--- src/rtl/core/tfpi_pkg.sv ---
// shared types and constants for the tilt filter pwm indicator
`default_nettype none

package tfpi_pkg;

   localparam int DATA_W      = 8;
   localparam int LINE_CNT    = 4;
   localparam int QUEUE_DEPTH = 2;
   localparam int QPTR_W      = (QUEUE_DEPTH > 1) ? $clog2(QUEUE_DEPTH) : 1;
   localparam int QCNT_W      = $clog2(QUEUE_DEPTH + 1);

   localparam logic [1:0] MODE_X    = 2'd0;
   localparam logic [1:0] MODE_Y    = 2'd1;
   localparam logic [1:0] MODE_TICK = 2'd2;

   localparam int LINE_POS_X = 0;
   localparam int LINE_POS_Y = 1;
   localparam int LINE_NEG_X = 2;
   localparam int LINE_NEG_Y = 3;

   localparam int LATCH_A = 0;
   localparam int LATCH_B = 1;

   typedef enum logic [1:0] {
      OP_NOP,
      OP_SAMPLE,
      OP_TICK
   } op_type;

   typedef struct packed {
      logic [1:0]              mode;
      logic signed [DATA_W-1:0] sample;
   } req_type;

   typedef struct packed {
      logic [LINE_CNT-1:0] pwm_lines;
      logic [LINE_CNT-1:0] indicator_leds;
   } rsp_type;

   typedef struct packed {
      op_type            op;
      logic              axis;
      logic [DATA_W-1:0] sample;
   } work_type;

endpackage

`default_nettype wire

--- src/rtl/core/tfpi_front.sv ---
// front end: accepts items, decodes the mode and queues the work
`default_nettype none

module tfpi_front (
   input  wire logic               clock,
   input  wire logic               reset,
   input  wire logic               req_valid,
   output logic                    req_stall,
   input  wire tfpi_pkg::req_type  req_data,
   output logic                    q_valid,
   output tfpi_pkg::work_type      q_head,
   input  wire logic               q_pop
);
   import tfpi_pkg::*;

   work_type          entry_ff [QUEUE_DEPTH];
   logic [QPTR_W-1:0] wr_ptr_ff, wr_ptr_in;
   logic [QPTR_W-1:0] rd_ptr_ff, rd_ptr_in;
   logic [QCNT_W-1:0] count_ff, count_in;
   work_type          work;
   logic              push;

   always_comb begin
      work.sample = req_data.sample;
      work.axis   = 1'b0;
      work.op     = OP_NOP;
      unique case (req_data.mode)
         MODE_X: begin
            work.op = OP_SAMPLE;
         end
         MODE_Y: begin
            work.op   = OP_SAMPLE;
            work.axis = 1'b1;
         end
         MODE_TICK: begin
            work.op = OP_TICK;
         end
         default: begin
            work.op = OP_NOP;
         end
      endcase
   end

   assign req_stall = reset || (count_ff == QCNT_W'(QUEUE_DEPTH));
   assign push      = req_valid && !req_stall;
   assign q_valid   = (count_ff != '0);
   assign q_head    = entry_ff[rd_ptr_ff];

   always_comb begin
      wr_ptr_in = wr_ptr_ff;
      rd_ptr_in = rd_ptr_ff;
      count_in  = count_ff;
      if (push) begin
         wr_ptr_in = (wr_ptr_ff == QPTR_W'(QUEUE_DEPTH - 1)) ? '0 : wr_ptr_ff + 1'b1;
      end
      if (q_pop) begin
         rd_ptr_in = (rd_ptr_ff == QPTR_W'(QUEUE_DEPTH - 1)) ? '0 : rd_ptr_ff + 1'b1;
      end
      if (push && !q_pop) begin
         count_in = count_ff + 1'b1;
      end else if (!push && q_pop) begin
         count_in = count_ff - 1'b1;
      end
   end

   always_ff @(posedge clock) begin
      if (reset) begin
         wr_ptr_ff <= '0;
         rd_ptr_ff <= '0;
         count_ff  <= '0;
      end else begin
         wr_ptr_ff <= wr_ptr_in;
         rd_ptr_ff <= rd_ptr_in;
         count_ff  <= count_in;
      end
   end

   always_ff @(posedge clock) begin
      if (push) begin
         entry_ff[wr_ptr_ff] <= work;
      end
   end

endmodule

`default_nettype wire

--- src/rtl/core/tfpi_back.sv ---
// back end: offset capture, window filter, duty split and pwm generation
`default_nettype none

module tfpi_back #(
   parameter int WINDOW_LEN = 16,
   parameter int SUM_SHIFT  = 2
) (
   input  wire logic               clock,
   input  wire logic               reset,
   input  wire logic               q_valid,
   input  wire tfpi_pkg::work_type q_head,
   output logic                    q_pop,
   output logic                    rsp_valid,
   input  wire logic               rsp_stall,
   output tfpi_pkg::rsp_type       rsp_data
);
   import tfpi_pkg::*;

   localparam int POS_W = (WINDOW_LEN > 1) ? $clog2(WINDOW_LEN) : 1;
   localparam int SUM_W = $clog2(WINDOW_LEN) + DATA_W;

   // offset and window position, first stage
   logic [DATA_W-1:0] offset_ff   [2];
   logic              captured_ff [2];
   logic [POS_W-1:0]  pos_ff      [2];

   logic              a_valid_ff;
   op_type            a_op_ff, a_op_in;
   logic              a_axis_ff;
   logic [POS_W-1:0]  a_pos_ff;
   logic [DATA_W-1:0] a_corr_ff;

   logic [DATA_W-1:0] win_mem     [2][WINDOW_LEN];
   logic              win_live_ff [2][WINDOW_LEN];
   logic [DATA_W-1:0] rd_data_ff;
   logic              rd_live_ff;

   // filter and pwm state, second stage
   logic signed [SUM_W-1:0] sum_ff    [2];
   logic [DATA_W-1:0]       duty_ff   [LINE_CNT];
   logic [DATA_W-1:0]       shadow_ff [LINE_CNT];
   logic [DATA_W-1:0]       count_ff;
   logic                    latch_ff  [2];

   logic    out_valid_ff;
   rsp_type out_data_ff, out_data_in;

   logic adv;
   logic head_axis;
   logic capture;
   logic step_pos;
   logic b_write;
   logic b_tick;

   logic signed [DATA_W-1:0] old_val;
   logic signed [DATA_W-1:0] corr_val;
   logic signed [SUM_W-1:0]  sum_in;
   logic signed [SUM_W-1:0]  shifted;
   logic signed [SUM_W:0]    wide;
   logic [SUM_W:0]           mag;
   logic [DATA_W-1:0]        mag_sat;

   logic [DATA_W-1:0]   count_in;
   logic [DATA_W-1:0]   shadow_in [LINE_CNT];
   logic [LINE_CNT-1:0] lines;
   logic                latch_in  [2];

   assign adv       = !out_valid_ff || !rsp_stall;
   assign q_pop     = adv && q_valid;
   assign head_axis = q_head.axis;
   assign capture   = q_pop && (q_head.op == OP_SAMPLE) && !captured_ff[head_axis];
   assign step_pos  = q_pop && (q_head.op == OP_SAMPLE) && captured_ff[head_axis];
   assign a_op_in   = capture ? OP_NOP : q_head.op;
   assign b_write   = adv && a_valid_ff && (a_op_ff == OP_SAMPLE);
   assign b_tick    = a_valid_ff && (a_op_ff == OP_TICK);

   always_ff @(posedge clock) begin
      if (reset) begin
         captured_ff[0] <= 1'b0;
         captured_ff[1] <= 1'b0;
         offset_ff[0]   <= '0;
         offset_ff[1]   <= '0;
         pos_ff[0]      <= '0;
         pos_ff[1]      <= '0;
         a_valid_ff     <= 1'b0;
      end else begin
         if (capture) begin
            captured_ff[head_axis] <= 1'b1;
            offset_ff[head_axis]   <= q_head.sample;
         end
         if (step_pos) begin
            pos_ff[head_axis] <= (pos_ff[head_axis] == POS_W'(WINDOW_LEN - 1)) ?
                                 '0 : pos_ff[head_axis] + 1'b1;
         end
         if (adv) begin
            a_valid_ff <= q_valid;
         end
      end
   end

   always_ff @(posedge clock) begin
      if (q_pop) begin
         a_op_ff   <= a_op_in;
         a_axis_ff <= head_axis;
         a_pos_ff  <= pos_ff[head_axis];
         a_corr_ff <= q_head.sample - offset_ff[head_axis];
      end
   end

   always_ff @(posedge clock) begin
      if (q_pop) begin
         rd_data_ff <= win_mem[head_axis][pos_ff[head_axis]];
         rd_live_ff <= win_live_ff[head_axis][pos_ff[head_axis]];
      end
      if (b_write) begin
         win_mem[a_axis_ff][a_pos_ff] <= a_corr_ff;
      end
   end

   always_ff @(posedge clock) begin
      if (reset) begin
         for (int i = 0; i < 2; i++) begin
            for (int j = 0; j < WINDOW_LEN; j++) begin
               win_live_ff[i][j] <= 1'b0;
            end
         end
      end else if (b_write) begin
         win_live_ff[a_axis_ff][a_pos_ff] <= 1'b1;
      end
   end

   // running sum and duty split
   always_comb begin
      old_val  = rd_live_ff ? rd_data_ff : '0;
      corr_val = a_corr_ff;
      sum_in   = sum_ff[a_axis_ff]
               + {{(SUM_W - DATA_W){corr_val[DATA_W-1]}}, corr_val}
               - {{(SUM_W - DATA_W){old_val[DATA_W-1]}}, old_val};
      shifted  = sum_in >>> SUM_SHIFT;
      wide     = {shifted[SUM_W-1], shifted};
      mag      = shifted[SUM_W-1] ? -wide : wide;
      mag_sat  = (mag > (SUM_W + 1)'(8'hFF)) ? 8'hFF : mag[DATA_W-1:0];
   end

   // counter, shadow reload, lines and direction latches
   always_comb begin
      count_in = b_tick ? count_ff + 1'b1 : count_ff;
      for (int k = 0; k < LINE_CNT; k++) begin
         shadow_in[k] = (b_tick && (count_in == '0)) ? duty_ff[k] : shadow_ff[k];
         lines[k]     = (count_in < shadow_in[k]);
      end
      latch_in[LATCH_A] = latch_ff[LATCH_A];
      latch_in[LATCH_B] = latch_ff[LATCH_B];
      if (b_tick) begin
         if (lines[LINE_POS_Y]) latch_in[LATCH_A] = 1'b1;
         if (lines[LINE_NEG_Y]) latch_in[LATCH_A] = 1'b0;
         if (lines[LINE_NEG_X]) latch_in[LATCH_B] = 1'b1;
         if (lines[LINE_POS_X]) latch_in[LATCH_B] = 1'b0;
      end
      out_data_in.pwm_lines      = lines;
      out_data_in.indicator_leds = {!latch_in[LATCH_B], latch_in[LATCH_B],
                                    !latch_in[LATCH_A], latch_in[LATCH_A]};
   end

   always_ff @(posedge clock) begin
      if (reset) begin
         sum_ff[0]    <= '0;
         sum_ff[1]    <= '0;
         count_ff     <= '0;
         latch_ff[0]  <= 1'b0;
         latch_ff[1]  <= 1'b0;
         out_valid_ff <= 1'b0;
         for (int k = 0; k < LINE_CNT; k++) begin
            duty_ff[k]   <= '0;
            shadow_ff[k] <= '0;
         end
      end else if (adv) begin
         out_valid_ff <= a_valid_ff;
         if (b_write) begin
            sum_ff[a_axis_ff] <= sum_in;
            if (shifted[SUM_W-1]) begin
               duty_ff[{1'b0, a_axis_ff}] <= '0;
               duty_ff[{1'b1, a_axis_ff}] <= mag_sat;
            end else begin
               duty_ff[{1'b0, a_axis_ff}] <= mag_sat;
               duty_ff[{1'b1, a_axis_ff}] <= '0;
            end
         end
         if (a_valid_ff) begin
            count_ff    <= count_in;
            latch_ff[0] <= latch_in[0];
            latch_ff[1] <= latch_in[1];
            for (int k = 0; k < LINE_CNT; k++) begin
               shadow_ff[k] <= shadow_in[k];
            end
         end
      end
   end

   always_ff @(posedge clock) begin
      if (adv && a_valid_ff) begin
         out_data_ff <= out_data_in;
      end
   end

   assign rsp_valid = out_valid_ff;
   assign rsp_data  = out_data_ff;

endmodule

`default_nettype wire

--- src/rtl/core/tilt_filter_to_pwm_indicator.sv ---
// top level of the tilt filter pwm indicator
//
// req channel: one item per handshake, mode selects an x sample, a y sample,
// a pwm tick or, for the spare code, nothing; sample is the raw signed axis reading
// rsp channel: exactly one item per accepted req item, in order, carrying
// the four pwm lines and four indicator leds after that item took effect
// an accepted item passes through the queue, the first-stage registers and
// the rsp register before it shows on rsp
// throughput is one item per cycle while the receiver does not stall; the
// window memory read is registered, which sets the two-stage back end
// a two-entry queue sits between decode and the back end; req_stall rises
// only when that queue is full or reset is high, so the sender keeps going
// while a finished item waits in the rsp register
// when rsp_stall is high with an rsp item valid, that item holds and the back end stops
// reset clears offsets, window (through per-entry valid bits), sums, duties,
// shadows, counter and latches; req_stall is high during reset
// the first sample of each axis after reset only sets that axis offset
`default_nettype none

module tilt_filter_to_pwm_indicator #(
   parameter int WINDOW_LEN = 16,
   parameter int SUM_SHIFT  = 2
) (
   input  wire logic              clock,
   input  wire logic              reset,
   input  wire logic              req_valid,
   output logic                   req_stall,
   input  wire tfpi_pkg::req_type req_data,
   output logic                   rsp_valid,
   input  wire logic              rsp_stall,
   output tfpi_pkg::rsp_type      rsp_data
);
   import tfpi_pkg::*;

   logic     q_valid;
   logic     q_pop;
   work_type q_head;

   tfpi_front u_front (
      .clock     (clock),
      .reset     (reset),
      .req_valid (req_valid),
      .req_stall (req_stall),
      .req_data  (req_data),
      .q_valid   (q_valid),
      .q_head    (q_head),
      .q_pop     (q_pop)
   );

   tfpi_back #(
      .WINDOW_LEN (WINDOW_LEN),
      .SUM_SHIFT  (SUM_SHIFT)
   ) u_back (
      .clock     (clock),
      .reset     (reset),
      .q_valid   (q_valid),
      .q_head    (q_head),
      .q_pop     (q_pop),
      .rsp_valid (rsp_valid),
      .rsp_stall (rsp_stall),
      .rsp_data  (rsp_data)
   );

endmodule

`default_nettype wire

--- config.mk ---
export PLATFORM = sky130hd
export DESIGN_NAME = tilt_filter_to_pwm_indicator
export DESIGN_NICKNAME = d
export VERILOG_FILES = /design/src/rtl/core/tfpi_pkg.sv /design/src/rtl/core/tfpi_front.sv /design/src/rtl/core/tfpi_back.sv /design/src/rtl/core/tilt_filter_to_pwm_indicator.sv
export SDC_FILE = /design/constraint.sdc
export NUM_CORES = 1
export LEC_CHECK = 0
export ABC_AREA = 1
export BUFFER_PORTS_ARGS = -buffer_cell sky130_fd_sc_hd__buf_2
export CAP_MARGIN = 20
export CORE_ASPECT_RATIO = 1.75
export CORE_MARGIN = 2
export CORE_UTILIZATION = 40
export DETAILED_ROUTE_END_ITERATION = 7
export MAX_ROUTING_LAYER = met4
export PLACE_DENSITY = 0.66
export SLEW_MARGIN = 20
export SYNTH_ARGS = -nofsm -noshare
export SYNTH_HDL_FRONTEND = slang
export SYNTH_SLANG_ARGS = --single-unit
export TNS_END_PERCENT = 5
--- constraint.sdc ---
create_clock -name clock -period 4.5 [get_ports clock]
set_clock_uncertainty 0.1 [all_clocks]
set_input_delay 0.675 -clock clock [delete_from_list [all_inputs] [get_ports clock]]
set_output_delay 0.675 -clock clock [all_outputs]
set_load 0.01 [all_outputs]
Yosys cells after proc, flatten, opt, wreduce, memory -nomap -nowiden
Memories as Yosys holds them, arrays and structs flattened. A register that Yosys moved wholly into a read port is not among the register bits. Cells that the tools add are included.

Register bits: 46. Memory bits (writable): 426. Bits of input ports: 14. Output and inout bits: 10. Logic and storage cells: 187. Memories: 10.

Add/sub/neg operators: 10. $lt $le $gt $ge: 8. Equality and inequality tests: 7. Muxes and demuxes: 93. Bitwise logic cells: 10. Reductions and logical operators: 35.

Memory list: u_back.win_mem (words 2, width 128, read ports 1, clocked after memory_dff 0, write ports 1, RTL line tfpi_back.sv:33) `logic [DATA_W-1:0] win_mem [2][WINDOW_LEN];`; u_back.duty_ff (words 4, width 8, read ports 4, clocked after memory_dff 0, write ports 4, RTL line tfpi_back.sv:40) `logic [DATA_W-1:0] duty_ff [LINE_CNT];`; u_back.shadow_ff (words 4, width 8, read ports 4, clocked after memory_dff 0, write ports 4, RTL line tfpi_back.sv:41) `logic [DATA_W-1:0] shadow_ff [LINE_CNT];`; u_back.win_live_ff (words 2, width 16, read ports 1, clocked after memory_dff 0, write ports 2, RTL line tfpi_back.sv:34) `logic win_live_ff [2][WINDOW_LEN];`; u_back.sum_ff (words 2, width 12, read ports 1, clocked after memory_dff 1, write ports 2, RTL line tfpi_back.sv:39) `logic signed [SUM_W-1:0] sum_ff [2];`; u_front.entry_ff (words 2, width 11, read ports 1, clocked after memory_dff 1, write ports 1, RTL line tfpi_front.sv:16) `work_type entry_ff [QUEUE_DEPTH];`; 4 more memories.

Operator list (number): 8-bit two-way mux (19); 128-bit two-way mux (1); 1-bit two-way mux (56); 16-bit two-way mux (3); 8-bit binary-select mux with 4-bit select (1); 8-bit demux with 4-bit select (1); 8-bit < comparator (4); 8-bit OR reduction (3); 16-bit OR reduction (1); 13-bit by 8-bit > comparator with 1-bit output (second input constant) (1); 13-bit two-way mux (1); 10-bit negator with 13-bit output (1); 12-bit adder (1); 1-bit logical AND (12); 12-bit two-way mux (1); 12-bit OR reduction (1); 12-bit subtractor (1); 5-bit greater-or-equal comparator (second input constant) (2); 2-bit two-way mux (5); 4-bit NOT with 5-bit output (2); 8-bit by 1-bit adder with 8-bit output (second input constant) (1); 1-bit zero test (8); 8-bit zero test (1); 4-bit two-way mux (2); other kinds (20) (34).

Longest topological paths before layout
Depth after elaboration: 11. Mapped depth: 23. Gate-level depth less buffers: 21.

Modules after synthesis
From an unflattened synthesis, not the netlist that was laid out.

Cell total of the unflattened synthesis: 1869. Area total of the unflattened synthesis: 21652.0 um^2.

By module, submodules not included: tfpi_back (instances 1, cells each 1794, area an instance 20587.2 um^2, seq. area each 13292.7 um^2); tfpi_front (instances 1, cells each 75, area an instance 1064.8 um^2, seq. area each 760.7 um^2).

Worst setup path before layout
No wires, ideal clock.

Path type: input to register. From: input rsp_stall. To: memory u_back.offset_ff[1][0], enable pin. Library setup time: 329 ps. Data arrival time: 3365 ps. Data required time: 4071 ps. Setup slack: 706 ps. Stages: 9. Path buffers: 0. Cell sequence: nand2_1 -> inv_1 -> a21oi_1 -> inv_1 -> nor3_1 -> nand2_1 -> nor2_1 -> nand2_1 -> nand2_1.

RTL lines: start, declared (RTL line tilt_filter_to_pwm_indicator.sv:30) `input wire logic rsp_stall,`; end, declared (RTL line tfpi_back.sv:23) `logic [DATA_W-1:0] offset_ff [2];`.

==> run_results.csv <==
group,metric,value,unit
floorplanning,pin_count,24,
min_path,min-delay-start,"req_data[2]",
floorplanning,start_util,0.406,
logic_synthesis,ys.flop_type,"edfxtp_1",
placement,io_buffers,23,
detailed_routing,routed_wl,50900,µm
logic_synthesis,ys_ff_latch,474,
cts,clk_latency,560,ps
logic_synthesis,ys_types,51,
floorplanning,fp-row-count,112,
worst_setup_path,slowest_delay,610,ps
detailed_routing,drtPass1Iterations,5,
power_and_ir_drop,leakagePower,9.32,nW
cts,cts_resized,0,
timing,finalHoldViolCount,0,
cts,clk_path_buf_depth,3,
worst_setup_path,path_cells,"mux2i_1, fa_1, inv_1, ha_1, nand2_1, nor3_2, nand2_1, o211ai_2, nand3_2, nor2_1, nor2_1, nand2_1, nand2_2, inv_2, nand3_1, o22ai_2, nand2_1, inv_1",
worst_setup_path,rrSetupSlack,610,ps
global_routing,grt_antenna_before_repair,0,
cts,postCtsHoldBufs,0,
worst_setup_path,critPathRequiredTime,4820,ps
global_routing,grt_pass1_vias,14500,
placement,gp_congestion,0.891,
logic_synthesis,netlist_instances,1949,
worst_setup_path,path_class,"reg -> reg",
cts,cts_setup_buffers,0,
logic_synthesis,seq_area_frac_synth,0.648,
timing,hold_slack,211,ps
worst_setup_path,path_max_fanout,12,
logic_synthesis,ys_warn_count,0,
cts,cts_root_buffer,"clkbuf_16",
worst_setup_path,crit_arrival,4210,ps
global_routing,grt_start_max_net_pins,120,
timing,fin_crit_sh,0.864,
worst_setup_path,reg2reg_depth,18,
worst_setup_path,cp_num_buf_inv,3,
cts,h-tree-depth,2,
worst_setup_path,setup.worst_path.start_class,"register",
cts,cts.sinks,474,
detailed_routing,drt_first_iter_violations,1038,
cells_and_area,nets,2043,
placement,dp_hpwl,34200,µm
logic_synthesis,synth_edf_count,456,
worst_setup_path,slowest_stage,"dfxtp_1",
cells_and_area,n_fill_cell,4796,
floorplanning,die_area,56100,µm²
cts,cts_tree,"yes",
detailed_routing,wl_per_cell,19.0,µm
worst_setup_path,critPathTopFamily,"simple AND/OR/NAND/NOR gates",
timing,fmax,257,MHz
flow_run,maxCapViolCount,0,
power_and_ir_drop,irDropWorstVdd,531,µV
timing,setup-violations-final,0,
cts,cts_buffers,40,
timing,fin_crit,3890,ps
global_routing,grt_pass1_wl,79200,µm
worst_setup_path,end_kind,"register",
cts,path_clk_slew,70,ps
logic_synthesis,synth_area,21700,µm²
timing,rsz0062_at_grt,"no",
cells_and_area,antenna_cells,0,
logic_synthesis,syn_nets,2026,
cells_and_area,syn2layout_area_growth,10.7,%
cells_and_area,drive_above_1_share,0.0972,
floorplanning,die_h,312,µm
logic_synthesis,async_flop_share,0,
power_and_ir_drop,power.density,749,nW/µm²
logic_synthesis,avgSynthCellArea,11.1,µm²
worst_setup_path,cp_common_cell,"nand2_1",
global_routing,grt.total_usage,0.186,
detailed_routing,drc,0,
min_path,hold_class,"in -> reg",
detailed_routing,antenna_left,0,
worst_setup_path,path_depth,18,
floorplanning,die_w,180,µm
global_routing,grt_overflow,0,
min_path,hold_end,"u_front.entry_ff[1][2]$_DFFE_PP_",
timing,tightest_slew,1190,ps
floorplanning,core,53400,µm²
timing,slew_headroom,0.206,
detailed_routing,vias,14300,
detailed_routing,via_per_inst,5.34,
run_status,outcome,"completed",
worst_setup_path,r2r_end,"u_back.duty_ff[3][6]$_DFFE_PP_",
timing,maxSlewViolCount,0,
min_path,hold_path_depth,1,
timing,setup_tns,0,ps
-- per-stage QoR --
stage          utilization  setup slack, ps  area, µm²  instances  power [mW]
2_1_floorplan            -              706      21700       1949        12.1
3_3_place_gp         0.423              747      22600       2608        14.2
3_5_place_dp         0.423              637      22600       2608        14.3
4_1_cts              0.450              606      24000       2679        18.0
5_1_grt              0.450              309      24000       2679        19.2
6_report             0.450              613      24000       2679        18.0
-- layout make-up --
class / instances / area (µm²) / share of cell area
Tap cell: 684 / 856 / 0.0357
Sequential cell: 474 / 14100 / 0.585
Inverter: 166 / 623 / 0.0260
Multi-Input combinational cell: 1220 / 6620 / 0.276
Clock buffer: 50 / 1070 / 0.0446
Timing Repair Buffer: 64 / 448 / 0.0187
Clock inverter: 21 / 337 / 0.0140
-- flip-flops by register name, indices dropped and copies added (netlist names), 16 cells and up, named ones only --
signal / cells
u_back.sum_ff: 24
u_back.shadow_ff: 32
u_back.duty_ff: 32
u_back.win_live_ff: 32
u_front.entry_ff: 22
u_back.win_mem: 256
u_back.offset_ff: 16
-- worst max-delay path by stage --
| stage | endpoint | start | slack, ps |
|---|---|---|---|
| 3_5_place_dp | u_back.duty_ff[3][6]$_DFFE_PP_ | register | 640 |
| 5_1_grt | u_back.duty_ff[0][1]$_SDFFCE_PN0P_ | register | 310 |
| 2_1_floorplan | u_back.offset_ff[1][0]$_SDFFCE_PN0P_ | rsp_stall | 710 |
| 4_1_cts | u_back.duty_ff[0][1]$_SDFFCE_PN0P_ | register | 610 |
| 3_3_place_gp | u_back.duty_ff[3][6]$_DFFE_PP_ | register | 750 |
| 6_report | u_back.duty_ff[3][6]$_DFFE_PP_ | register | 610 |
-- logic make-up after synthesis --
kind of cell | synth area share
compound gates | 0.0778
xor+xnor | 0.0114
fa+ha+maj | 0.0405
buf+inv | 0.0476
flops | 0.648
mux | 0.0227
simple gates | 0.152
-- report_power, final --
group	internal, mW	leakage (nW)	total, mW	switching [mW]
Combinational	2.53	4.18	8.29	5.77
Sequential	5.69	4.46	5.92	0.224
Clock	2.21	0.676	3.76	1.55
-- per-layer routing --
| metal | part of all wire | global-route usage | routed length [µm] |
|---|---|---|---|
| met5 | 0 | - | 0 |
| met4 | 0.058 | 0.102 | 2940 |
| met3 | 0.042 | 0.0189 | 2170 |
| met2 | 0.55 | 0.347 | 27800 |
| met1 | 0.35 | 0.189 | 18000 |
-- placed cells by master (no fill, tap or decap), types with 8 or more instances in the layout --
master / synthesis / routed
buf_2: 27 / 23
inv_2: 10 / 10
o21ai_0: 167 / 167
buf_4: 0 / 39
nand2_1: 294 / 293
mux2i_1: 48 / 48
inv_1: 154 / 154
or2_2: 12 / 12
edfxtp_1: 456 / 456
xor2_1: 17 / 17
nand3_2: 11 / 11
a21oi_1: 31 / 30
o22ai_1: 51 / 51
ha_1: 51 / 51
nor2_2: 10 / 10
bufinv_16: 0 / 9
clkbuf_1: 45 / 8
nor2_1: 340 / 340
clkbuf_16: 0 / 41
nand3_1: 101 / 101
dfxtp_1: 18 / 18
fa_1: 12 / 12
-- synthesized netlist by cell type, types with 3 or more instances --
library cell,instances,area share
a21boi_0,4,0.0014
a21oi_1,31,0.0072
a31oi_1,7,0.0020
a32o_1,7,0.0032
buf_1,10,0.0017
buf_2,27,0.0062
buf_6,5,0.0026
clkbuf_1,45,0.0078
dfxtp_1,18,0.017
edfxtp_1,456,0.63
fa_1,12,0.011
ha_1,51,0.029
inv_1,154,0.027
inv_2,10,0.0017
mux2i_1,48,0.022
nand2_1,294,0.051
nand2_2,7,0.0020
nand3_1,101,0.023
nand3_2,11,0.0051
nand4_1,3,0.00087
nor2_1,340,0.059
nor2_2,10,0.0029
o211ai_1,7,0.0024
o21ai_0,167,0.039
o21ai_1,5,0.0012
o21ai_2,4,0.0016
o21bai_1,3,0.0010
o22ai_1,51,0.015
or2_2,12,0.0035
xor2_1,17,0.0069
xor2_2,3,0.0023
Power figures use the tool's default switching activity.
